`src/hw/rtl/png_scanline_unfilter_core_defines.svh`:
```
// Assertion macros used by the scanline unfilter back end.
`ifndef PNG_SCANLINE_UNFILTER_CORE_DEFINES_SVH
`define PNG_SCANLINE_UNFILTER_CORE_DEFINES_SVH

// Same-cycle implication, checked outside reset.
`define UF_ASSERT_NOW(label, clk_s, rst_s, ante, cons) \
  label: assert property (@(posedge clk_s) disable iff (rst_s) (ante) |-> (cons)) \
    else $error("same-cycle check failed");

// Next-cycle implication, checked outside reset.
`define UF_ASSERT_NEXT(label, clk_s, rst_s, ante, cons) \
  label: assert property (@(posedge clk_s) disable iff (rst_s) (ante) |=> (cons)) \
    else $error("next-cycle check failed");

`endif

```
`src/hw/rtl/png_uf_pkg.sv`:
```
// Shared constants, item type and filter arithmetic of the scanline unfilter.
package png_uf_pkg;

  localparam int DEFAULT_MAX_ROW_BYTES = 2048;
  localparam int DEFAULT_MAX_ROWS      = 512;
  localparam int QUEUE_DEPTH           = 4;

  // Configuration register indexes
  localparam logic [1:0] CFG_BYTES_PER_PIXEL = 2'd0;
  localparam logic [1:0] CFG_ROW_BYTES       = 2'd1;
  localparam logic [1:0] CFG_IMAGE_ROWS      = 2'd2;

  // Filter type codes
  localparam logic [2:0] FILT_NONE    = 3'd0;
  localparam logic [2:0] FILT_SUB     = 3'd1;
  localparam logic [2:0] FILT_UP      = 3'd2;
  localparam logic [2:0] FILT_AVERAGE = 3'd3;
  localparam logic [2:0] FILT_PAETH   = 3'd4;

  // One classified byte on its way from the front to the back
  typedef struct packed {
    logic [7:0] raw;
    logic [2:0] kind;
    logic [1:0] left_sel;   // bytes per pixel minus one
    logic       first_row;
    logic       has_left;
    logic       end_row;
    logic       end_image;
    logic       bad;
  } uf_item_t;

  function automatic logic [7:0] paeth_pick(input logic [7:0] a, input logic [7:0] b,
                                            input logic [7:0] c);
    logic signed [10:0] p;
    logic signed [10:0] da;
    logic signed [10:0] db;
    logic signed [10:0] dc;
    logic [10:0] pa;
    logic [10:0] pb;
    logic [10:0] pc;
    p  = $signed({3'b000, a}) + $signed({3'b000, b}) - $signed({3'b000, c});
    da = p - $signed({3'b000, a});
    db = p - $signed({3'b000, b});
    dc = p - $signed({3'b000, c});
    pa = (da < 0) ? 11'(-da) : 11'(da);
    pb = (db < 0) ? 11'(-db) : 11'(db);
    pc = (dc < 0) ? 11'(-dc) : 11'(dc);
    if (pa <= pb && pa <= pc) begin
      return a;
    end else if (pb <= pc) begin
      return b;
    end
    return c;
  endfunction

  function automatic logic [7:0] average(input logic [7:0] a, input logic [7:0] b);
    logic [8:0] s;
    s = {1'b0, a} + {1'b0, b};
    return s[8:1];
  endfunction

endpackage

```
`src/hw/rtl/png_uf_queue.sv`:
```
// Short FIFO of classified bytes between front and back.
module png_uf_queue #(
  parameter int AW = 11
) (
  input  logic                 clk,
  input  logic                 rst,
  input  logic                 push,
  input  png_uf_pkg::uf_item_t push_item,
  input  logic [AW-1:0]        push_col,
  output logic                 full,
  input  logic                 pop,
  output logic                 head_valid,
  output png_uf_pkg::uf_item_t head_item,
  output logic [AW-1:0]        head_col
);

  localparam int DEPTH = png_uf_pkg::QUEUE_DEPTH;
  localparam int PW    = $clog2(DEPTH);
  localparam int CW    = $clog2(DEPTH + 1);

  png_uf_pkg::uf_item_t items [DEPTH];
  logic [AW-1:0]        cols  [DEPTH];
  logic [PW-1:0]        wr_ptr;
  logic [PW-1:0]        rd_ptr;
  logic [CW-1:0]        count;
  logic                 do_push;
  logic                 do_pop;

  assign full       = (count == CW'(DEPTH));
  assign head_valid = (count != '0);
  assign head_item  = items[rd_ptr];
  assign head_col   = cols[rd_ptr];
  assign do_push    = push && !full;
  assign do_pop     = pop && head_valid;

  always_ff @(posedge clk) begin
    if (do_push) begin
      items[wr_ptr] <= push_item;
      cols[wr_ptr]  <= push_col;
    end
  end

  always_ff @(posedge clk) begin
    if (rst) begin
      wr_ptr <= '0;
      rd_ptr <= '0;
      count  <= '0;
    end else begin
      if (do_push) begin
        wr_ptr <= PW'(wr_ptr + 1'b1);
      end
      if (do_pop) begin
        rd_ptr <= PW'(rd_ptr + 1'b1);
      end
      if (do_push && !do_pop) begin
        count <= CW'(count + 1'b1);
      end else if (do_pop && !do_push) begin
        count <= CW'(count - 1'b1);
      end
    end
  end

endmodule

```
`config.mk`:
```
export PLATFORM = sky130hd
export DESIGN_NAME = png_uf_queue
export DESIGN_NICKNAME = d
export VERILOG_FILES = /design/src/hw/rtl/png_scanline_unfilter_core_defines.svh /design/src/hw/rtl/png_uf_pkg.sv /design/src/hw/rtl/png_uf_queue.sv
export SDC_FILE = /design/constraint.sdc
export NUM_CORES = 1
export LEC_CHECK = 0
export ABC_AREA = 1
export ABC_CLOCK_PERIOD_IN_PS = 2200
export BUFFER_PORTS_ARGS = -buffer_cell sky130_fd_sc_hd__clkbuf_2
export CAP_MARGIN = 20
export CORE_ASPECT_RATIO = 1.5
export CORE_UTILIZATION = 30
export DETAILED_ROUTE_END_ITERATION = 16
export PLACE_DENSITY = 0.56
export SYNTH_ARGS = -nofsm -noshare
export SYNTH_HDL_FRONTEND = slang
export SYNTH_SLANG_ARGS = --single-unit
```
`constraint.sdc`:
```
create_clock -name clk -period 2.2 [get_ports clk]
set_input_delay 0.44 -clock clk [delete_from_list [all_inputs] [get_ports clk]]
set_output_delay 0.44 -clock clk [all_outputs]
set_load 0.05 [all_outputs]
```
# --- Word level (Yosys, flattened, before mapping) ---
# Memories as Yosys holds them, arrays and structs flattened. A register that Yosys moved wholly into a read port is not among the register bits.
# Index checks and enable logic that the tools add are counted.
word_totals:
  ff_bits: 7
  ramBits: 116
  out_inout_bits: 31
  mem_count: 2
classes:
  add_sub_neg: 4
  n_eq_ne: 1
  muxes: 8
  reduce_logical: 9
mem_list:
  columns: ["memory", "words", "width", "read_ports", "rd_ports_with_merged_regs", "wr", "line_no", "source"]
  rows:
  - ["items", 4, 18, 1, 1, 1, "png_uf_queue.sv:21", "png_uf_pkg::uf_item_t items [DEPTH];"]
  - ["cols", 4, 11, 1, 1, 1, "png_uf_queue.sv:22", "logic [AW-1:0] cols [DEPTH];"]
ops:
  columns: ["cell", "count"]
  rows:
  - ["2-to-1 mux 2 bit", 4]
  - ["2-to-1 mux 3 bit", 2]
  - ["adder 2 x 1 -> 2 bit, second input constant", 2]
  - ["logical AND 1 bit", 4]
  - ["adder 3 x 1 -> 3 bit, second input constant", 1]
  - ["== test 3 bit, second input constant", 1]
  - ["logical NOT 1 bit", 3]
  - ["nonzero test 3 bit", 1]
  - ["subtractor 3 x 1 -> 3 bit, second input constant", 1]
  - ["2-to-1 mux 1 bit", 2]
  - ["nonzero test 2 bit", 1]

# --- Logic depth before layout (Yosys ltp) ---
# Gate-level depths: netlist (run 1).
logic_depth:
  ltp_word: 7
  mapped_depth: 13

# --- Worst setup path after synthesis (run 1) ---
# OpenSTA, ideal clock, no wires.
synth_path:
  path_kind: "reg-to-reg"
  startpoint: "register count[0]"
  endpoint: "memory cols[0][0] (enable)"
  setup_time_ns: 0.415
  t_arrival_ns: 1.906
  path_slack_ns: -0.121
  stages_incl_launch_ff: 5
  synth_period_minus_slack_ns: 2.321
  path_cell_list: "dfxtp_1 nor2_1 nand2_1 nand2_1 nor2_1"
synth_between:
  elab_chain_len: 5
synth_lines:
  columns: ["item", "line_no", "source"]
  rows:
  - ["start, declared", "png_uf_queue.sv:25", "logic [CW-1:0] count;"]
  - ["start signal, assigned", "png_uf_queue.sv:56", "count <= CW'(count + 1'b1);"]
  - ["start signal, assigned", "png_uf_queue.sv:58", "count <= CW'(count - 1'b1);"]
  - ["== test 3 bit", "png_uf_queue.sv:29", "assign full = (count == CW'(DEPTH));"]
  - ["logical NOT 1 bit", "png_uf_queue.sv:33", "assign do_push = push && !full;"]
  - ["logical AND 1 bit", "png_uf_queue.sv:33", null]
  - ["2-to-1 mux 1 bit", "png_uf_queue.sv:37", "if (do_push) begin"]
  - ["2-to-1 mux 1 bit (not written as such)", "png_uf_queue.sv:39", "cols[wr_ptr] <= push_col;"]
  - ["end, declared", "png_uf_queue.sv:22", null]
# No other way between the ends.

==> run_results.csv, run 1 <==
group,metric,value,unit
global_routing,antenna_found_initial,0,
yosys,yosysSeqAreaShare,71.9,%
yosys,syn-num-nets,389,
sta,setup_tns,0,ns
global_routing,grt_max_degree,31,
sta,finClkSkew,0.00730,ns
drt,wire_per_inst,16.1,um
yosys,yosys.area_share.simple,10.3,%
yosys,synth_top_family_by_area,"compound AO/OA/AOI/OAI gates",
cts,clkLatencyLatePin,0.40,ns
yosys,synth.mux.area_fraction,0,%
floorplan,row_count,58,
yosys,synth_cells,350,
drt,via_count,2982,
yosys,ys_ff_latch,125,
sta,fmax,0.478,GHz
critical_path,critPathLaunchType,"flop",
floorplan,ios,64,
global_routing,grt_pass1_wl,16700,um
hold_path,holdPathStages,1,
drt,routed-wl-met3,375,um
layout,mostFrequentLayoutCell,"edfxtp_1",
critical_path,reg2reg_slack,0.36,ns
hold_path,hold_path_class,"in -> reg",
yosys,yosysUniqueCellTypes,23,
critical_path,crit_arrival,1.65,ns
critical_path,critPathKind,"reg -> out",
power_and_ir_drop,p_leak,2.25,nW
placement,dp_hpwl,6820,um
yosys,syn-cell-area,5090,um^2
sta,hold_viol,0,
cts,cts.reportedPaths.clkPinSlew,0.05,ns
status,status,"completed",
cts,cts_setup_buffers,0,
critical_path,critPathMaxFanout,28,
power_and_ir_drop,finalPower,0.00863,W
drt,met1_length,4350,um
layout,nNetsFinal,471,
drt,dr_wl_met2,5540,um
drt,drt_iter0_markers,109,
global_routing,grt_use_total,13.1,%
floorplan,dieArea,17500,um^2
yosys,async_reset_ff_share,0,%
critical_path,max_stage_delay,0.34,ns
layout,num-fill-cells,1581,
cts,tritoncts,"done",
drt,vias_per_cell,4.56,
placement,place_congestion,0.762,
yosys,synthFlopType,"edfxtp_1",
layout,syn2layout_area_growth,24.6,%
yosys,synth_area_per_cell,14.6,um^2
sta,fin_crit,2.09,ns
critical_path,crit_path_end_kind,"output port",
floorplan,core-area,16700,um^2
sta,period_share,95.0,%
cts,clockBufferDepth,2,
power_and_ir_drop,max-vdd-ir-drop,0.537,mV
hold_path,hold_end,"items[2][0]",
drt,dr.pass1.iters,4,
critical_path,path_delay_family,"buffers and inverters",
critical_path,critPathBufInv,3,
cts,ctsHtreeMaxLevel,4,
global_routing,grt_remaining_overflow,0,
floorplan,initial_utilization,30.5,%
hold_path,worstHoldStart,"push_item[0]",
placement,portBuffers,63,
drt,drc,0,
sta,slew_viol_final,0,
critical_path,reg2regPathDepth,12,
sta,rsz0062_at_grt,"no",
global_routing,grt_pass1_vias,3278,
yosys,synth-adder-area-share,1.62,%
placement,pre_cts_slack,0.396,ns
floorplan,fp.dieW,108,um
sta,setup_ws,0.110,ns
sta,slew_headroom,79.1,%
floorplan,dieHeight,162,um
yosys,synth_compound_area_share,12.1,%
cts,cts_root_buffer,"clkbuf_16",
drt,totalWireLength,10500,um
layout,antenna_cells,0,
sta,hold_ws,0.259,ns
sta,setup_viol,0,
drt,highest_layer,"met4",
critical_path,timing.rr.start,"count[1]",
layout,layout_common_cells,"edfxtp_1, clkbuf_2, o21ai_0, nor2_1, nor2_4",
layout,drive_gt1_share,37.2,%
yosys,synth_edf_count,116,
cts,cts_hold_buf,0,
critical_path,cp_slowest_cell,"dfxtp_2",
sta,tightest_slew,0.315,ns
cts,cts_buffers,17,
drt,drt.antenna.violating_nets,0,
yosys,synthXorXnorAreaFrac,0.172,%
critical_path,r2r-end,"count[2]",
job,cap_violations,0,
critical_path,path_cells,"clkinv_2 > buf_12 > o21ai_0 > o22ai_2 > clkbuf_2",
cts,cts.sinks,125,
power_and_ir_drop,p_per_area,1360,nW/um^2
critical_path,critPathRequiredTime,1.76,ns
yosys,ys_warn_count,0,
## how the worst max path moves through the flow
stage,start,to,depth (start not counted)
floorplan,count[0],cols[0][0],4
detailed placement,count[1],count[2],12
global route,flop,head_col[5],5
global placement,count[1],count[2],12
finish,flop,head_col[8],5
CTS,flop,head_item[12],4
## Yosys cell counts, types with 2 or more instances
| cell | count | area (um^2) |
|---|---|---|
| a21oi_1 | 3 | 15.0 |
| buf_12 | 2 | 40.0 |
| buf_2 | 11 | 55.1 |
| buf_6 | 2 | 22.5 |
| clkbuf_1 | 2 | 7.51 |
| dfxtp_1 | 9 | 180 |
| edfxtp_1 | 116 | 3480 |
| ha_1 | 5 | 62.6 |
| inv_1 | 14 | 52.6 |
| inv_2 | 3 | 11.3 |
| nand2_1 | 15 | 56.3 |
| nand3_1 | 4 | 20.0 |
| nor2_1 | 43 | 161 |
| nor2_2 | 9 | 56.3 |
| nor2_4 | 20 | 225 |
| o21ai_0 | 56 | 280 |
| o21ai_1 | 3 | 15.0 |
| o22ai_1 | 9 | 56.3 |
| o22ai_2 | 20 | 250 |
## area by class of cell
cell class                 instances  area, um^2  share of cell area (%)
clock buffer                      19         433                    6.82
multi-input combinational        190        1260                    19.9
sequential                       125        3660                    57.7
tap                              210         263                    4.14
timing repair buffer              81         485                    7.65
inverter                          17        65.1                    1.03
clock inverter                    12         171                    2.70
## cell families after synthesis
logic type | count (synthesis)
and+or+nand+nor | 92
AOI/OAI and AO/OA | 91
buffers and inverters | 35
xor gates and xnor gates | 1
DFF | 125
adders and majority gates | 6
## where the power goes
group	switching [W]	leakage [nW]	total (W)	internal [W]
Sequential	0.0000922	1.14	0.00299	0.00290
Clock	0.000961	0.280	0.00284	0.00188
Combinational	0.00208	0.831	0.00280	0.000716
## routing by layer
metal  GRT usage (%)  vias up
li1                -     1439
met1            14.4     1471
met2            22.4       59
met3            4.20       13
met4            6.33        0
met5               0        -
## through the flow
| step | cells | cell area, um^2 | utilization, % |
|---|---|---|---|
| after floorplan | 350 | 5090 | - |
| after global placement | 623 | 5730 | 34.3 |
| after CTS | 654 | 6340 | 38.0 |
| after detailed placement | 623 | 5730 | 34.3 |
| after global routing | 654 | 6350 | 38.0 |
| final | 654 | 6350 | 38.0 |
## timing repair
item | in CTS | in global routing
resized for setup | 1 | 8
setup endpoints to repair | 1 | 27
hold endpoints to repair | 0 | 0
## sequential cells by signal, indices dropped and copies added (netlist names), named ones only
signal,cells
items,72
cols,44
count,3
rd_ptr,2
wr_ptr,2
Note: power is estimated with default switching activity, not from simulation.
==> run 2, diff against run 1 <==
Settings changed: ABC_AREA 1 to unset, HOLD_SLACK_MARGIN set to 0.12, PLACE_DENSITY 0.56 to 0.57.
==> run 2 against run 1 <==
Compared with the run above: register-to-register slack worse by 0.20 ns; count of clock-buffer cells in the layout is 1 lower; critical path depth is 2 lower; non-clock buffer count is 4 lower; wire length is 20% lower; global-route usage is 1.7 points lower; die area is 8.5% lower; clock skew hardly changed; combinational power hardly changed; sequential share of layout area is 2.1 points higher; total power is 1.4% lower.
==> run_results.csv, run 2 <==
group,metric,value,unit
power_and_ir_drop,seqPwrFrac,35.3,%
hold_path,hold_path_class,"in -> reg",
global_routing,grt_max_degree,30,
yosys,syn-num-nets,238,
power_and_ir_drop,clkPwrFrac,31.7,%
floorplan,ios,64,
yosys,synth_top_family_by_area,"multiplexers",
layout,final_cell_area,6140,um^2
floorplan,dieArea,16000,um^2
layout,antenna_cells,0,
yosys,synthXorXnorAreaFrac,0.752,%
yosys,synth_cells,199,
critical_path,crit_path_end_kind,"output port",
floorplan,dieHeight,155,um
sta,fmax,0.459,GHz
layout,reg.largest.list,"items (72), cols (44), count (3)",
cts,cts.reportedPaths.clkPinSlew,0.05,ns
cts,cts_buffers,17,
placement,pre_cts_slack,0.0376,ns
floorplan,core-area,15100,um^2
layout,final_core_util,40.5,%
layout,drive_gt1_share,47.7,%
placement,place_area,5290,um^2
critical_path,max_stage_delay,0.53,ns
power_and_ir_drop,p_leak,2.13,nW
drt,totalWireLength,8410,um
drt,dr.pass1.iters,4,
critical_path,critPathRequiredTime,1.76,ns
yosys,synth_area_per_cell,23.4,um^2
sta,finClkSkew,0.00761,ns
critical_path,cp_slowest_cell,"mux4_2",
yosys,synthFlopType,"edfxtp_1",
yosys,yosys.area.top_type,"edfxtp_1",
sta,period_share,99.0,%
yosys,synth.most_common_cell,"edfxtp_1",
power_and_ir_drop,power_switching,0.00269,W
sta,tightest_slew,0.427,ns
yosys,ys_top_cells_by_area,"edfxtp_1, mux4_2, dfxtp_1, ha_1, xor2_1",
sta,setup_ws,0.0218,ns
cts,cts_hold_buf,0,
layout,mostFrequentLayoutCell,"edfxtp_1",
drt,drt.antenna.violating_nets,0,
sta,slew_headroom,71.2,%
status,status,"completed",
power_and_ir_drop,intPower,0.00582,W
critical_path,crit_arrival,1.74,ns
job,cap_violations,0,
global_routing,grt_remaining_overflow,0,
layout,layout.cells.non_filler,499,
critical_path,critPathMaxFanout,8,
yosys,synth_compound_area_share,0.779,%
drt,drc,0,
power_and_ir_drop,p_per_area,1390,nW/um^2
yosys,ys_warn_count,0,
sta,slew_viol_final,0,
layout,layout.area.seq,3670,um^2
placement,dp_hpwl,5210,um
cts,clockBufferDepth,2,
sta,fin_crit,2.18,ns
sta,setup_viol,0,
cts,tritoncts,"done",
sta,rsz0062_at_grt,"yes",
cts,cts.sinks,125,
cts,ctsHtreeMaxLevel,4,
layout,regMostFlops,"items",
yosys,synth.top_cell.area_share,74.8,%
layout,multi_input_area,935,um^2
drt,wire_per_inst,16.8,um
critical_path,critPathLaunchType,"flop",
placement,portBuffers,63,
yosys,async_reset_ff_share,0,%
yosys,yosysUniqueCellTypes,23,
yosys,synth-adder-area-share,1.77,%
critical_path,critPathKind,"reg -> out",
layout,syn2layout_area_growth,31.8,%
power_and_ir_drop,p_sw_share,31.6,%
global_routing,grt_pass1_wl,13200,um
floorplan,initial_utilization,30.8,%
critical_path,path_cells,"clkbuf_16 > mux4_2 > buf_8",
floorplan,fp.dieW,104,um
sta,hold_viol,0,
floorplan,row_count,55,
cts,cts_root_buffer,"clkbuf_16",
yosys,yosysSeqAreaShare,78.7,%
power_and_ir_drop,max-vdd-ir-drop,0.634,mV
layout,num-fill-cells,1378,
power_and_ir_drop,finalPower,0.00851,W
yosys,synth_commonest_cells,"edfxtp_1, mux4_2, dfxtp_1",
layout,nNetsFinal,327,
layout,largest_reg_flops,72,
power_and_ir_drop,comb_power_share,33.1,%
yosys,syn-cell-area,4660,um^2
drt,drt_iter0_markers,83,
yosys,ys_ff_latch,125,
placement,dp_cells,466,
global_routing,grt_use_total,11.3,%
placement,place_congestion,0.659,
drt,via_count,2213,
yosys,yosys.area_share.simple,1.96,%
yosys,synth.mux.area_fraction,14.5,%
global_routing,grt_pass1_vias,2505,
drt,vias_per_cell,4.43,
cts,clkLatencyLatePin,0.40,ns
global_routing,antenna_found_initial,1,
layout,layout_common_cells,"edfxtp_1, clkbuf_2, mux4_2, buf_6, clkbuf_16",
yosys,synth_edf_count,116,
==> run 2: changes by cell type after synthesis, moves of 4 or more <==
cell     previous run  this run
nand3_1             4         0
o21ai_0            56         2
o22ai_1             9         0
inv_1              14         4
nand2_1            15         0
and2_1              0         4
nor2_2              9         0
mux4_2              0        28
o22ai_2            20         0
nor2_1             43         6
nor2_4             20         0
buf_2              11         2
==> run 2: power groups by stage <==
stage	Combinational [W]	Sequential [W]	Clock (W)
floorplan	0.00186	0.00299	0
global placement	0.00236	0.00300	0
detailed placement	0.00239	0.00302	0
CTS	0.00258	0.00297	0.00276
global route	0.00298	0.00303	0.00285
finish	0.00281	0.00300	0.00269
==> run 2: path summary, 6_finish.rpt <==
check | slack (ns) | end | start | depth (start not counted)
hold reg to reg | 0.51 | wr_ptr[1] | wr_ptr[1] | 2
setup reg to reg | 0.16 | count[2] | count[2] | 7
setup / recovery | 0.02 | head_col[5] | flop | 3
hold / removal | 0.25 | items[2][5] | push_item[5] | 1
==> run 2: repair_timing <==
| action | CTS | global route |
|---|---|---|
| buffers inserted | 0 | 0 |
| pin swaps | 0 | 0 |
| hold endpoints to repair | 0 | 0 |
| gates cloned | 0 | 2 |
| resized for setup | 37 | 58 |
| endpoints found under the setup margin | 18 | 29 |
==> run 2: logic make-up after synthesis <==
kind of cell	Yosys count
compound gates	6
xor+xnor	4
fa+ha+maj	6
buf+inv	11
flops	125
mux	31
simple gates	16
==> run 2: area by class of cell <==
| cell class | instances | share of cell area [%] |
|---|---|---|
| well taps | 199 | 4.06 |
| clock buffers | 18 | 6.99 |
| clock inverters | 13 | 2.45 |
| multi-input cells | 63 | 15.2 |
| flip-flops and latches | 125 | 59.8 |
| inverters | 4 | 0.245 |
| repair buffers | 77 | 11.2 |
==> run 2: worst max-delay path, delay by kind of cell (launching register included) <==
family	cells	cell delay [ns]
multiplexers	1	0.53
flip-flops	1	0.43
buffers and inverters	2	0.37
==> run 2: per-stage QoR <==
stage	hold slack, ns	TNS [ns]
floorplan	0.482	0
global placement	0.494	0
detailed placement	0.508	0
CTS	0.237	-0.0681
global route	0.237	-0.246
finish	0.251	0
==> run 2: metal layers <==
| metal | share of wire [%] | GRT usage (%) | vias to the layer above |
|---|---|---|---|
| li1 | - | - | 1004 |
| met1 | 40 | 12.1 | 1139 |
| met2 | 54 | 20.2 | 57 |
| met3 | 4.5 | 3.75 | 13 |
| met4 | 1.5 | 5.31 | 0 |
| met5 | 0 | 0 | - |
