===== config.mk =====
export PLATFORM = sky130hd
export DESIGN_NAME = png_uf_front
export DESIGN_NICKNAME = d
export VERILOG_FILES = /design/src/hw/rtl/png_scanline_unfilter_core_defines.svh /design/src/hw/rtl/png_uf_pkg.sv /design/src/hw/rtl/png_uf_front.sv
export SDC_FILE = /design/constraint.sdc
export NUM_CORES = 1
export LEC_CHECK = 0
export ABC_AREA = 1
export BUFFER_PORTS_ARGS = -buffer_cell sky130_fd_sc_hd__buf_2
export CAP_MARGIN = 25
export CELL_PAD_IN_SITES_DETAIL_PLACEMENT = 0
export CELL_PAD_IN_SITES_GLOBAL_PLACEMENT = 2
export CORE_MARGIN = 2
export CORE_UTILIZATION = 31
export CTS_BUF_LIST = sky130_fd_sc_hd__clkbuf_16
export DETAILED_ROUTE_END_ITERATION = 12
export PLACE_DENSITY_LB_ADDON = 0.1
export SLEW_MARGIN = 10
export SYNTH_ARGS = -nofsm -noshare
export SYNTH_HDL_FRONTEND = slang
export SYNTH_SLANG_ARGS = --single-unit

===== constraint.sdc =====
create_clock -name clk -period 3.9 [get_ports clk]
set_input_delay 0.78 -clock clk [delete_from_list [all_inputs] [get_ports clk]]
set_output_delay 0.78 -clock clk [all_outputs]
set_load 0.02 [all_outputs]

===== src/hw/rtl/png_scanline_unfilter_core_defines.svh =====
// Assertion macros used by the scanline unfilter back end.
`ifndef PNG_SCANLINE_UNFILTER_CORE_DEFINES_SVH
`define PNG_SCANLINE_UNFILTER_CORE_DEFINES_SVH

// Same-cycle implication, checked outside reset.
`define UF_ASSERT_NOW(label, clk_s, rst_s, ante, cons) \
  label: assert property (@(posedge clk_s) disable iff (rst_s) (ante) |-> (cons)) \
    else $error("same-cycle check failed");

// Next-cycle implication, checked outside reset.
`define UF_ASSERT_NEXT(label, clk_s, rst_s, ante, cons) \
  label: assert property (@(posedge clk_s) disable iff (rst_s) (ante) |=> (cons)) \
    else $error("next-cycle check failed");

`endif


===== src/hw/rtl/png_uf_pkg.sv =====
// Shared constants, item type and filter arithmetic of the scanline unfilter.
package png_uf_pkg;

  localparam int DEFAULT_MAX_ROW_BYTES = 2048;
  localparam int DEFAULT_MAX_ROWS      = 512;
  localparam int QUEUE_DEPTH           = 4;

  // Configuration register indexes
  localparam logic [1:0] CFG_BYTES_PER_PIXEL = 2'd0;
  localparam logic [1:0] CFG_ROW_BYTES       = 2'd1;
  localparam logic [1:0] CFG_IMAGE_ROWS      = 2'd2;

  // Filter type codes
  localparam logic [2:0] FILT_NONE    = 3'd0;
  localparam logic [2:0] FILT_SUB     = 3'd1;
  localparam logic [2:0] FILT_UP      = 3'd2;
  localparam logic [2:0] FILT_AVERAGE = 3'd3;
  localparam logic [2:0] FILT_PAETH   = 3'd4;

  // One classified byte on its way from the front to the back
  typedef struct packed {
    logic [7:0] raw;
    logic [2:0] kind;
    logic [1:0] left_sel;   // bytes per pixel minus one
    logic       first_row;
    logic       has_left;
    logic       end_row;
    logic       end_image;
    logic       bad;
  } uf_item_t;

  function automatic logic [7:0] paeth_pick(input logic [7:0] a, input logic [7:0] b,
                                            input logic [7:0] c);
    logic signed [10:0] p;
    logic signed [10:0] da;
    logic signed [10:0] db;
    logic signed [10:0] dc;
    logic [10:0] pa;
    logic [10:0] pb;
    logic [10:0] pc;
    p  = $signed({3'b000, a}) + $signed({3'b000, b}) - $signed({3'b000, c});
    da = p - $signed({3'b000, a});
    db = p - $signed({3'b000, b});
    dc = p - $signed({3'b000, c});
    pa = (da < 0) ? 11'(-da) : 11'(da);
    pb = (db < 0) ? 11'(-db) : 11'(db);
    pc = (dc < 0) ? 11'(-dc) : 11'(dc);
    if (pa <= pb && pa <= pc) begin
      return a;
    end else if (pb <= pc) begin
      return b;
    end
    return c;
  endfunction

  function automatic logic [7:0] average(input logic [7:0] a, input logic [7:0] b);
    logic [8:0] s;
    s = {1'b0, a} + {1'b0, b};
    return s[8:1];
  endfunction

endpackage


===== src/hw/rtl/png_uf_front.sv =====
// Front end: configuration registers, filter byte parsing, row and column tracking.
module png_uf_front #(
  parameter int MAX_ROW_BYTES = png_uf_pkg::DEFAULT_MAX_ROW_BYTES,
  parameter int MAX_ROWS      = png_uf_pkg::DEFAULT_MAX_ROWS
) (
  input  logic                             clk,
  input  logic                             rst,
  input  logic                             cfg_we,
  input  logic [1:0]                       cfg_index,
  input  logic [11:0]                      cfg_wdata,
  input  logic                             in_valid,
  output logic                             in_ready,
  input  logic [7:0]                       in_byte,
  input  logic                             q_full,
  output logic                             push,
  output png_uf_pkg::uf_item_t             push_item,
  output logic [$clog2(MAX_ROW_BYTES)-1:0] push_col
);

  localparam int AW = $clog2(MAX_ROW_BYTES);
  localparam int RW = (MAX_ROWS > 1) ? $clog2(MAX_ROWS) : 1;

  logic [2:0]    bytes_per_pixel;
  logic [11:0]   row_bytes;
  logic [9:0]    image_rows;
  logic [AW-1:0] column_count;
  logic [RW-1:0] row_count;
  logic [2:0]    filter_kind;
  logic          expect_filter_byte;
  logic          halted;

  logic [2:0]  bpp;
  logic [31:0] len;
  logic [31:0] rows;
  logic        accept;
  logic        is_bad;
  logic        end_row;
  logic        end_image;

  always_ff @(posedge clk) begin
    if (rst) begin
      bytes_per_pixel <= 3'd4;
      row_bytes       <= 12'd1;
      image_rows      <= 10'd1;
    end else if (cfg_we) begin
      unique case (cfg_index)
        png_uf_pkg::CFG_BYTES_PER_PIXEL: bytes_per_pixel <= cfg_wdata[2:0];
        png_uf_pkg::CFG_ROW_BYTES:       row_bytes       <= cfg_wdata;
        png_uf_pkg::CFG_IMAGE_ROWS:      image_rows      <= cfg_wdata[9:0];
        default: ;
      endcase
    end
  end

  // clamp the registers into their working ranges
  always_comb begin
    if (bytes_per_pixel == 3'd0) begin
      bpp = 3'd1;
    end else if (bytes_per_pixel > 3'd4) begin
      bpp = 3'd4;
    end else begin
      bpp = bytes_per_pixel;
    end
    if (row_bytes == 12'd0) begin
      len = 32'd1;
    end else if (32'(row_bytes) > 32'(MAX_ROW_BYTES)) begin
      len = 32'(MAX_ROW_BYTES);
    end else begin
      len = 32'(row_bytes);
    end
    if (image_rows == 10'd0) begin
      rows = 32'd1;
    end else if (32'(image_rows) > 32'(MAX_ROWS)) begin
      rows = 32'(MAX_ROWS);
    end else begin
      rows = 32'(image_rows);
    end
  end

  assign in_ready  = halted || !q_full;
  assign accept    = in_valid && in_ready;
  assign is_bad    = in_byte > {5'd0, png_uf_pkg::FILT_PAETH};
  assign end_row   = (32'(column_count) + 32'd1) >= len;
  assign end_image = end_row && ((32'(row_count) + 32'd1) >= rows);

  assign push = accept && !halted && (!expect_filter_byte || is_bad);

  always_comb begin
    push_item           = '0;
    push_item.raw       = in_byte;
    push_item.kind      = filter_kind;
    push_item.left_sel  = 2'(bpp - 3'd1);
    push_item.first_row = (row_count == '0);
    push_item.has_left  = 32'(column_count) >= 32'(bpp);
    push_item.end_row   = end_row;
    push_item.end_image = end_image;
    push_item.bad       = expect_filter_byte;
  end
  assign push_col = column_count;

  always_ff @(posedge clk) begin
    if (rst) begin
      column_count       <= '0;
      row_count          <= '0;
      filter_kind        <= png_uf_pkg::FILT_NONE;
      expect_filter_byte <= 1'b1;
      halted             <= 1'b0;
    end else if (accept && !halted) begin
      if (expect_filter_byte) begin
        if (is_bad) begin
          halted <= 1'b1;
        end else begin
          filter_kind        <= in_byte[2:0];
          expect_filter_byte <= 1'b0;
          column_count       <= '0;
        end
      end else if (end_row) begin
        expect_filter_byte <= 1'b1;
        column_count       <= '0;
        row_count          <= end_image ? '0 : RW'(row_count + 1'b1);
      end else begin
        column_count <= AW'(column_count + 1'b1);
      end
    end
  end

endmodule


# After elaboration in Yosys (flattened, before gate mapping)
# Index checks and enable logic that the tools add are counted.
[word_totals] word_cells=59 out_inout_bits=31 reg_bits=50 inputBits=27
[classes] n_lt_le_gt_ge=7 addsub=5 bitwise_logic=2 eq_ne=3 reduce_logical=21 mux=13
[op_table] op="two-way mux 11 bit" count=3
[op_table] op=">= comparator 10 x 32 -> 1 bit" count=1
[op_table] op=">= comparator 12 x 32 -> 1 bit" count=1
[op_table] op="two-way mux 12 bit" count=2
[op_table] op="two-way mux 10 bit" count=2
[op_table] op="adder 11 x 1 -> 12 bit, second input constant" count=1
[op_table] op="> comparator 12 bit, second input constant" count=1
[op_table] op="logical NOT 12 bit" count=1
[op_table] op="adder 11 x 1 -> 11 bit, second input constant" count=1
[op_table] op=">= comparator 11 x 3 -> 1 bit" count=1
[op_table] op="adder 9 x 1 -> 10 bit, second input constant" count=1
[op_table] op="> comparator 10 bit, second input constant" count=1
[op_table] op="logical NOT 10 bit" count=1
[op_table] op="adder 9 x 1 -> 9 bit, second input constant" count=1
[op_table] op="logical NOT 9 bit" count=1
[op_table] op="two-way mux 9 bit" count=1
[op_table] op="AND reduction 3 bit" count=3
[op_table] op="> comparator 8 x 3 -> 1 bit, second input constant" count=1
[op_table] op="AND reduction 2 bit" count=4
[op_table] op="two-way mux 3 bit" count=2
[op_table] op="logical AND 1 bit" count=4
[op_table] op="> comparator 3 bit, second input constant" count=1
[op_table] op="logical NOT 1 bit" count=3
[op_table] op="logical NOT 3 bit" count=1
[op_table] op="8 further kinds" count=12

# Logic depth before layout (Yosys ltp)
# Gate-level depths: netlist of run 1.
[depth] depth_word=6 mapped_depth=19 ltp_nobuf=18

# Worst setup path before layout of run 1
# Ideal clock, no wire load.
[synth_path] kind="reg2out" startpoint="reg column_count[1], in the netlist push_col[1]" endpoint="out push_item[1] (netlist name)" path_buffers=1 stages_incl_launch_ff=15 arrival_time_ns=2.526 required_time_ns=3.120 path_slack_ns=0.594 path_cell_list="dfxtp_1 > ha_1 > nand3_1 > nor3b_2 > nand3_1 > xor2_1 > ha_1 > inv_1 > nor3_1 > nor3_2 > nand2_4 > inv_1 > or2_1 > inv_1 > buf_4"
[synth_via] elab_chain_cells=3
[synth_lines] element="start: declaration" line="png_uf_front.sv:26" source="logic [AW-1:0] column_count;"
[synth_lines] element="start signal: assignment" line="png_uf_front.sv:122" source="column_count <= AW'(column_count + 1'b1);"
[synth_lines] element="adder 11 x 1 -> 12 bit" line="png_uf_front.sv:83" source="assign end_row = (32'(column_count) + 32'd1) >= len;"
[synth_lines] element=">= comparator 12 x 32 -> 1 bit" line="png_uf_front.sv:83"
[synth_lines] element="net end_row" line="png_uf_front.sv:37" source="logic end_row;"
[synth_lines] element="logical AND 1 bit" line="png_uf_front.sv:84" source="assign end_image = end_row && ((32'(row_count) + 32'd1) >= rows);"
[synth_lines] element="end: declaration" line="png_uf_front.sv:16" source="output png_uf_pkg::uf_item_t push_item,"
# The timed path passes the listed nets, and every way through them passes these cells.

==> metrics.cfg, run 1 <==
[clock_tree]
postCtsSetupRepairBufs=0
cts_tree=built
numCtsBuffers=5
h-tree-depth=2
cts.sinks=50
cts_root_buf=clkbuf_16
clock_latency_ns=0.29
cts_max_path_buffers=2
clk_pin_slew_ns=0.07

[pwr]
pwr-share-comb=0.147
switching_power_w=0.000331
powerDensity_nw_per_um2=317
switching_share=0.285
power_w=0.00116
intPower_w=0.000830
ir_worst_vdd_mv=0.184
leakagePower_nw=1.69
p_seq_frac=0.462
clkPwrFrac=0.391

[finish]
diodes=0
final_common_cell=nand2_1
nNetsFinal=549
drive_gt1_frac=0.194
final_cell_mix=nand2_1, buf_2, nor2_1, dfxtp_1, inv_1
area_delta_synth_final_pct=15.2

[die]
core-area_um2=9860
die_x_um=105
dieArea_um2=11100
initial_core_util=0.322
io-pin-count=58
row_count=36
die_h_um=105

[routing]
vias=2833
dr.pass1.iters=4
drc=0
wl_per_cell_um=12.3
drt_iter0_markers=67
wirelength_um=7700
ant_nets=0
viasPerCell=4.51

[sta]
fmax_mhz=273
setup_violations=0
holdWs_ns=0.458
worst_pin_slew_ns=0.734
clock_skew_ns=0.00533
finalCritPeriodShare=0.939
final_max_slew_viol_count=0
hold_viol=0
period_minus_slack_ns=3.66
grt_setup_unrepaired=no
fin_tns_setup_ns=0
relSlewSlack=0.510

[global_routing]
grt_antenna_before_repair=0
track_usage=0.147
grt_remaining_overflow=0
grt_pass1_vias=2790
grt_pass1_wl_um=13400
grt_max_degree=24

[worst_setup_path]
slowest_stage=dfxtp_1
path_cells=ha_1 > nand3_1 > nor3b_2 > nand3_1 > xor2_1 > ha_1 > inv_1 > nor3_1 > nor3_2 > nand2_4 > inv_1 > or2_1 > inv_1 > buf_2
cp_data_required_time_ns=3.12
cp_common_cell=inv_1
cp_max_fo=10
cp-start-kind=register
max_stage_delay_ns=0.41
worstPathArrival_ns=2.88
crit_type=reg -> out
cp-end-kind=output pin

[synth]
ys_warn_count=0
syn-cell-area_um2=3180
ys_seq_area_frac=0.315
synth.net_count=506
synth_edf_count=0
ys_ff_latch=50
syn_area_per_cell_um2=7.05
async_flop_share=0
ys.flop_type=dfxtp_1
synth_cells=451
synth.distinct_cells=40

[job]
maxCapViolations=0

[status]
status=finished, final reports clean

[placed_design]
finalWeightedCongestion=0.769
place_hpwl_um=6180
port-buffer-count=57

[hold_path]
hp-class=reg -> reg

power by group through the flow:
stage / Clock, W / Combinational, W / Sequential (W)
2_1_floorplan: 0 / 0.000132 / 0.000544
6_report: 0.000454 / 0.000170 / 0.000536
5_1_grt: 0.000494 / 0.000195 / 0.000538
3_5_place_dp: 0 / 0.000174 / 0.000548
3_3_place_gp: 0 / 0.000174 / 0.000548
4_1_cts: 0.000476 / 0.000175 / 0.000536
flip-flops by register name (all words and copies together) (netlist names):
| name | cells |
|---|---|
| row_count | 9 |
| push_col | 11 |
| row_bytes | 12 |
| image_rows | 10 |
| bytes_per_pixel | 3 |
| halted | 1 |
| filter_kind | 3 |
| expect_filter_byte | 1 |
path summary, 6_finish.rpt:
kind              slack (ns)      startpoint  depth (start not counted)        endpoint
hold / removal          0.46  filter_kind[2]                          2  filter_kind[2]
setup / recovery        0.24     push_col[1]                         14    push_item[1]
setup reg to reg        1.20     push_col[1]                         16    push_col[10]
hold reg to reg         0.46  filter_kind[2]                          2  filter_kind[2]
synthesized netlist by cell type (7+ instances only):
library cell | n | area share
ha_1 | 28 | 0.11
dfxtp_1 | 50 | 0.31
o21ai_0 | 26 | 0.041
clkbuf_1 | 9 | 0.011
xor2_1 | 11 | 0.030
inv_1 | 48 | 0.057
nand3_1 | 15 | 0.024
nor2_1 | 52 | 0.061
buf_4 | 11 | 0.026
nand2_1 | 109 | 0.13
o21ai_1 | 7 | 0.011
a21oi_1 | 27 | 0.043
layout make-up:
class	count	area, um2
Multi-Input combinational cell	325	1840
Clock buffer	5	125
Sequential cell	50	1000
Tap cell	133	166
Inverter	54	203
Timing Repair Buffer	58	293
Clock inverter	3	28.8
Fill cell	1076	6200
worst max-delay path, delay by kind of cell, from the launching register on:
| family | cells | cell delay (ns) |
|---|---|---|
| flops | 1 | 0.41 |
| xor+xnor | 1 | 0.18 |
| fa+ha+maj | 2 | 0.49 |
| buf+inv | 4 | 0.30 |
| simple gates | 7 | 1.22 |
metrics by stage:
step / area, um2 / util / std cells / setup WS (ns)
6_report: 3660 / 0.371 / 628 / 0.239
5_1_grt: 3660 / 0.371 / 628 / 0.00150
4_1_cts: 3660 / 0.371 / 628 / 0.194
3_5_place_dp: 3510 / 0.355 / 620 / 0.522
3_3_place_gp: 3510 / 0.355 / 620 / 0.572
2_1_floorplan: 3180 / - / 451 / 0.594
logic make-up (layout without fill, tap and decap cells):
logic type / Yosys count / count (layout) / synth area share
adder cells (fa/ha/maj): 28 / 28 / 0.110
buffers and inverters: 76 / 120 / 0.105
flip-flops: 50 / 50 / 0.315
AND/OR/NAND/NOR: 212 / 212 / 0.303
AO/OA/AOI/OAI: 70 / 70 / 0.120
XOR/XNOR: 15 / 15 / 0.0460
repair_timing:
item,4_1_cts,5_1_grt
gates resized for setup,0,1
hold buffers,0,0
setup endpoints to repair,0,1
metal layers:
layer	track usage	wire, um	part of all wire	up-vias
met2	0.243	3540	0.46	48
met1	0.201	3890	0.50	1255
met5	0	0	0	-
met3	0.0235	233	0.030	2
met4	0.0314	38	0.0049	0
li1	-	-	-	1528
No activity file was read; power rests on OpenSTA's default activity.
==> run 2: changes to the inputs <==
- CORE_UTILIZATION: 31 -> 33
- clock period: 3.9 -> 4.3 ns (I/O delays scaled with it)
==> run 2 against run 1 <==
Sequential share of layout area about the same; final cell count shrank 0.80%; hold slack hardly changed; largest cell class unchanged; die area is 5.8% lower; clock power about the same; via count up 1.9%; clock-buffer cell count did not move.
==> metrics.cfg, run 2 (synthesized netlist as in run 1, its figures left out) <==
[status]
status=finished, final reports clean

[job]
maxCapViolations=0  ; unchanged

[hold_path]
hold_start=filter_kind[0]
hp-class=reg -> reg
hold_depth=2  ; unchanged
hold-path-endpoint=filter_kind[0]

[sta]
fin_tns_setup_ns=0  ; unchanged
grt_setup_unrepaired=no
hold_viol=0  ; unchanged
finalCritPeriodShare=0.873
fmax_mhz=266
worst_pin_slew_ns=0.975  ; +0.241 ns
period_minus_slack_ns=3.75
final_max_slew_viol_count=0  ; unchanged
setup_violations=0  ; unchanged
relSlewSlack=0.349  ; -0.161
clock_skew_ns=0.00553  ; +0.000205 ns
holdWs_ns=0.458  ; +0.000235 ns

[global_routing]
grt_remaining_overflow=0  ; unchanged
grt_pass1_vias=2728  ; -2.2%
grt_pass1_wl_um=13200  ; -1.4%
track_usage=0.161  ; +0.0138
grt_antenna_before_repair=0  ; unchanged
grt_max_degree=33  ; +38%

[worst_setup_path]
cp-start-kind=register
cp_data_required_time_ns=3.44  ; +0.32 ns
critical_path.startpoint=push_col[0]
slowest_stage=dfxtp_1
r2r-start=push_col[0]
r2r_end=row_count[3]
r2r_setup_slack_ns=1.58  ; +0.38 ns
crit_type=reg -> out
reg2reg_depth=16  ; unchanged
worstPathArrival_ns=2.89  ; about the same
max_stage_delay_ns=0.43  ; +0.02 ns
path_cells=ha_1 > nand3_1 > nor3b_2 > nand3_1 > xor2_1 > ha_1 > inv_1 > nor3_1 > nand2_1 > nand2_4 > inv_1 > or2_1 > inv_1 > buf_2
cp_max_fo=10  ; unchanged
cp_common_cell=inv_1
cp-end-kind=output pin

[clock_tree]
cts.sinks=50  ; unchanged
numCtsBuffers=5  ; unchanged
cts_tree=built
clock_latency_ns=0.29  ; about the same
h-tree-depth=2  ; unchanged
cts_resized=0  ; unchanged
cts_root_buf=clkbuf_16
clk_pin_slew_ns=0.07  ; about the same
hold_buffers=0  ; unchanged
cts_max_path_buffers=2  ; unchanged
postCtsSetupRepairBufs=0  ; unchanged

[die]
core-area_um2=9280  ; -5.9%
die_x_um=102  ; -3.0%
io-pin-count=58  ; unchanged
dieArea_um2=10400  ; -5.8%
die_h_um=102  ; -3.0%
row_count=35  ; -2.8%
initial_core_util=0.342  ; +0.0202

[routing]
ant_nets=0  ; unchanged
drc=0  ; unchanged
wirelength_um=7930  ; +3.0%
wl_per_cell_um=12.7  ; +3.8%
viasPerCell=4.64  ; +2.8%
drt_iter0_markers=72  ; +7.5%
vias=2888  ; +1.9%
dr.pass1.iters=4  ; unchanged

[pwr]
clkPwrFrac=0.414  ; +0.023
pwr-share-comb=0.141  ; -0.006
ir_worst_vdd_mv=0.143  ; -23%
leakagePower_nw=1.69  ; +0.15%
powerDensity_nw_per_um2=299  ; -5.8%
intPower_w=0.000805  ; -3.0%
switching_share=0.264  ; -0.0209
p_seq_frac=0.445  ; -0.017
switching_power_w=0.000289  ; -13%

[finish]
final_common_cell=nand2_1
drive_gt1_frac=0.190  ; -0.00366
largest_reg_flops=12  ; unchanged
largest_register=row_bytes
nNetsFinal=548  ; -0.18%
diodes=0  ; unchanged
area_delta_synth_final_pct=15.2  ; about the same
final_cell_mix=nand2_1, buf_2, nor2_1, dfxtp_1, inv_1

[placed_design]
finalWeightedCongestion=0.784  ; +2.0%
place_hpwl_um=6220  ; +0.60%
port-buffer-count=57  ; unchanged

-- run 2: final cells by class --
class	instances	area [um2]
Timing Repair Buffer	57	285
Multi-Input combinational cell	325	1840
Clock inverter	3	43.8
Sequential cell	50	1000
Fill cell	1075	5620
Inverter	54	203
Clock buffer	5	125
Tap cell	129	161
-- run 2: worst max-delay path by stage --
| stage | to | depth (start not counted) | slack [ns] |
|---|---|---|---|
| after floorplan | push_item[1] | 14 | 0.91 |
| after global placement | push_item[1] | 14 | 0.90 |
| after detailed placement | push_item[1] | 14 | 0.83 |
| after CTS | push_item[1] | 14 | 0.50 |
| after global routing | push_item[1] | 14 | 0.22 |
| final | push_item[1] | 14 | 0.55 |
-- run 2: worst max-delay path, delay by kind of cell (launching register included) --
| family | cells | cell delay (ns) |
|---|---|---|
| XOR/XNOR | 1 | 0.18 |
| adder cells (fa/ha/maj) | 2 | 0.51 |
| buffers and inverters | 4 | 0.29 |
| flip-flops | 1 | 0.43 |
| AND/OR/NAND/NOR | 7 | 1.20 |
-- run 2: power groups by stage --
stage	sequential, W	clock, W	combinational [W]
after floorplan	0.000494	0	0.000119
after global placement	0.000497	0	0.000157
after detailed placement	0.000497	0	0.000158
after CTS	0.000486	0.000469	0.000158
after global routing	0.000489	0.000486	0.000179
final	0.000486	0.000453	0.000155
-- run 2: stage by stage --
step	total power, W	cell area, um2	cells	setup slack (ns)	util
after global placement	0.000654	3490	615	0.904	0.376
after detailed placement	0.000655	3490	615	0.833	0.376
after global routing	0.00115	3660	623	0.225	0.394
after CTS	0.00111	3660	623	0.505	0.394
after floorplan	0.000613	3180	451	0.914	-
final	0.00109	3660	623	0.546	0.394
-- run 2: metal layers --
metal / vias to the layer above / track usage / routed length [um]
met1: 1305 / 0.227 / 4140
met3: 5 / 0.0239 / 255
met2: 50 / 0.263 / 3480
li1: 1528 / - / -
met5: - / 0 / 0
met4: 0 / 0.0308 / 55
==> run 3: changes to the inputs <==
- ABC_AREA: 1 -> unset
- CORE_UTILIZATION: 33 -> 35
==> run 3 against run 2 <==
Fmax shrank 8.2%; core utilization is 2.6 points higher; synthesized cell count is 16% lower; setup slack got worse by 0.34 ns; flip-flop and latch count unchanged; register-to-register slack worse by 0.64 ns; clock skew up 0.0015 ns; clock-buffer cell count did not move; hold slack gained 0.021 ns; die area shrank 8.4%; non-clock buffer count rose by 3; largest power group unchanged; area after synthesis down 3.2%.
==> metrics.cfg, run 3 <==
[clock_tree]
cts_root_buf=clkbuf_16
h-tree-depth=2  ; unchanged
cts_max_path_buffers=2  ; unchanged
cts.sinks=50  ; unchanged
clock_latency_ns=0.29  ; about the same
clk_pin_slew_ns=0.07  ; about the same
numCtsBuffers=5  ; unchanged
cts_tree=built
hold_buffers=0  ; unchanged

[finish]
nNetsFinal=479  ; -13%
drive_gt1_frac=0.216  ; +0.0262
largest_register=row_bytes
multiInputGateArea_um2=1960  ; +6.5%
final_cells=533  ; -14%
fill_cells=913  ; -15%
final_util=0.421  ; +0.0261
area_delta_synth_final_pct=18.1
final_cell_mix=nand2_1, buf_2, dfxtp_1, nor2_1, ha_1
diodes=0  ; unchanged
seqCellArea_um2=1010  ; +0.63%
final_common_cell=nand2_1
largest_reg_flops=12  ; unchanged

[synth]
synth_edf_count=0  ; unchanged
synth.most_common_cell=nand2_1
ys_warn_count=0  ; unchanged
ys_seq_area_frac=0.325  ; +0.0105
ys.flop_type=dfxtp_1
netlist.area_leader.share=0.325  ; +0.0105
synth.distinct_cells=47  ; +18%
synthTopCellsByCount=nand2_1, dfxtp_1, nor2_1, ha_1, a21oi_1
async_flop_share=0  ; unchanged
syn_area_per_cell_um2=8.16  ; +16%
syn-cell-area_um2=3080  ; -3.2%
synth.net_count=432  ; -15%
ys_ff_latch=50  ; unchanged
synth_area_leaders=dfxtp_1, ha_1, nand2_1
yosys.area.top_type=dfxtp_1
synth_cells=377  ; -16%

[sta]
relSlewSlack=0.479  ; +0.130
fmax_mhz=245  ; -8.2%
period_minus_slack_ns=4.09  ; +0.336 ns
hold_viol=0  ; unchanged
setup_violations=0  ; unchanged
grt_setup_unrepaired=no
final_max_slew_viol_count=0  ; unchanged
fin_tns_setup_ns=0  ; unchanged
finalCritPeriodShare=0.951  ; +0.0781
clock_skew_ns=0.00700  ; +0.00147 ns
worst_pin_slew_ns=0.782  ; -0.193 ns

[routing]
ant_nets=0  ; unchanged
vias=2703  ; -6.4%
dr.pass1.iters=4  ; unchanged
viasPerCell=5.07  ; +9.4%
drc=0  ; unchanged
wl_per_cell_um=14.3  ; +13%
drt_iter0_markers=77  ; +6.9%
wirelength_um=7650  ; -3.5%

[worst_setup_path]
cp-end-kind=output pin
slowest_stage=or4_4
r2r-start=push_col[1]
reg2reg_depth=13  ; -3
cp_data_required_time_ns=3.44  ; about the same
worstPathArrival_ns=3.23  ; +0.34 ns
cp-start-kind=register
crit_type=reg -> out
max_stage_delay_ns=0.51  ; +0.08 ns
r2r_end=push_col[1]
cp_max_fo=6  ; -4
path_cells=ha_4 > nand3_2 > nor2_4 > and3_4 > nand3_2 > xnor2_1 > ha_1 > nand4_1 > nor2_1 > or4_4 > or2_2 > and2_1 > buf_2
cp_common_cell=nand3_2
r2r_setup_slack_ns=0.94  ; -0.64 ns

[pwr]
leakagePower_nw=1.62  ; -4.2%
powerDensity_nw_per_um2=293  ; -2.0%
ir_worst_vdd_mv=0.150  ; +4.8%
power_w=0.00106  ; -2.8%

[die]
die_h_um=97.8  ; -4.3%
io-pin-count=58  ; unchanged
core-area_um2=8640  ; -7.0%
dieArea_um2=9560  ; -8.4%
initial_core_util=0.356  ; +0.0138
row_count=34  ; -2.9%
die_x_um=97.8  ; -4.3%

[status]
status=finished, final reports clean

[global_routing]
track_usage=0.164  ; +0.00302
grt_max_degree=41  ; +24%
grt_pass1_wl_um=12700  ; -3.9%
grt_antenna_before_repair=0  ; unchanged
grt_pass1_vias=2502  ; -8.3%
grt_remaining_overflow=0  ; unchanged

[hold_path]
hold_depth=2  ; unchanged
hold_start=row_bytes[2]
hold-path-endpoint=row_bytes[2]
hp-class=reg -> reg

[placed_design]
place_hpwl_um=5800  ; -6.8%
placedCellCount=524  ; -15%
port-buffer-count=57  ; unchanged
finalWeightedCongestion=0.773  ; -1.5%

[job]
maxCapViolations=0  ; unchanged

## run 3: stage by stage
step,area (um2),setup slack [ns],hold slack [ns]
floorplan,3080,0.257,0.441
global placement,3390,0.236,0.459
detailed placement,3390,0.196,0.465
CTS,3560,0.00586,0.479
global route,3630,0.0236,0.504
finish,3630,0.210,0.479
## run 3: what timing repair did
action	in CTS	in global routing
pin swaps	1	2
setup endpoints to repair	2	2
endpoints found under the hold margin	0	0
buffers inserted	0	1
resized for setup	3	14
## run 3: power by group
group	internal [W]	switching, W	leakage, nW
combinational	0.0000448	0.0000773	1.14
sequential	0.000471	0.00000823	0.407
clock	0.000275	0.000187	0.0760
total	0.000791	0.000273	1.62
## run 3: area by class of cell
class	instances	share of cell area
flip-flops and latches	50	0.277
repair buffers	60	0.0847
well taps	108	0.0372
clock buffers	5	0.0344
multi-input cells	294	0.540
inverters	13	0.0134
clock inverters	3	0.0124
## run 3: cells by family (layout without fill, tap and decap cells)
logic type      Yosys count  in the layout  synth area share
compound gates           74             74             0.156
xor+xnor                 16             16            0.0455
fa+ha+maj                28             28             0.114
buf+inv                  33             81            0.0561
flops                    50             50             0.325
mux                      13             13            0.0423
simple gates            163            163             0.261
## run 3: worst max path at each step
| stage | slack [ns] | start | cells past startpoint | to |
|---|---|---|---|---|
| 2_1_floorplan | 0.26 | push_col[0] | 13 | push_item[1] |
| 6_report | 0.21 | push_col[1] | 13 | push_item[1] |
| 4_1_cts | 0.006 | push_col[2] | 12 | push_item[1] |
| 3_5_place_dp | 0.20 | push_col[1] | 13 | push_item[1] |
| 3_3_place_gp | 0.24 | push_col[1] | 13 | push_item[1] |
| 5_1_grt | 0.02 | push_col[0] | 13 | push_item[1] |
## run 3: routing by layer
layer,global-route usage,vias to the layer above,wire length (um)
met5,0,-,0
met4,0.0353,0,53
met3,0.0265,4,250
met2,0.264,44,3400
met1,0.232,1235,3940
li1,-,1420,-
## run 3: critical path: cells and delay by family (launching register included)
family / cells / cell delay (ns)
flip-flops: 1 / 0.39
buffers and inverters: 1 / 0.15
adder cells (fa/ha/maj): 2 / 0.46
XOR/XNOR: 1 / 0.15
AND/OR/NAND/NOR: 9 / 1.79
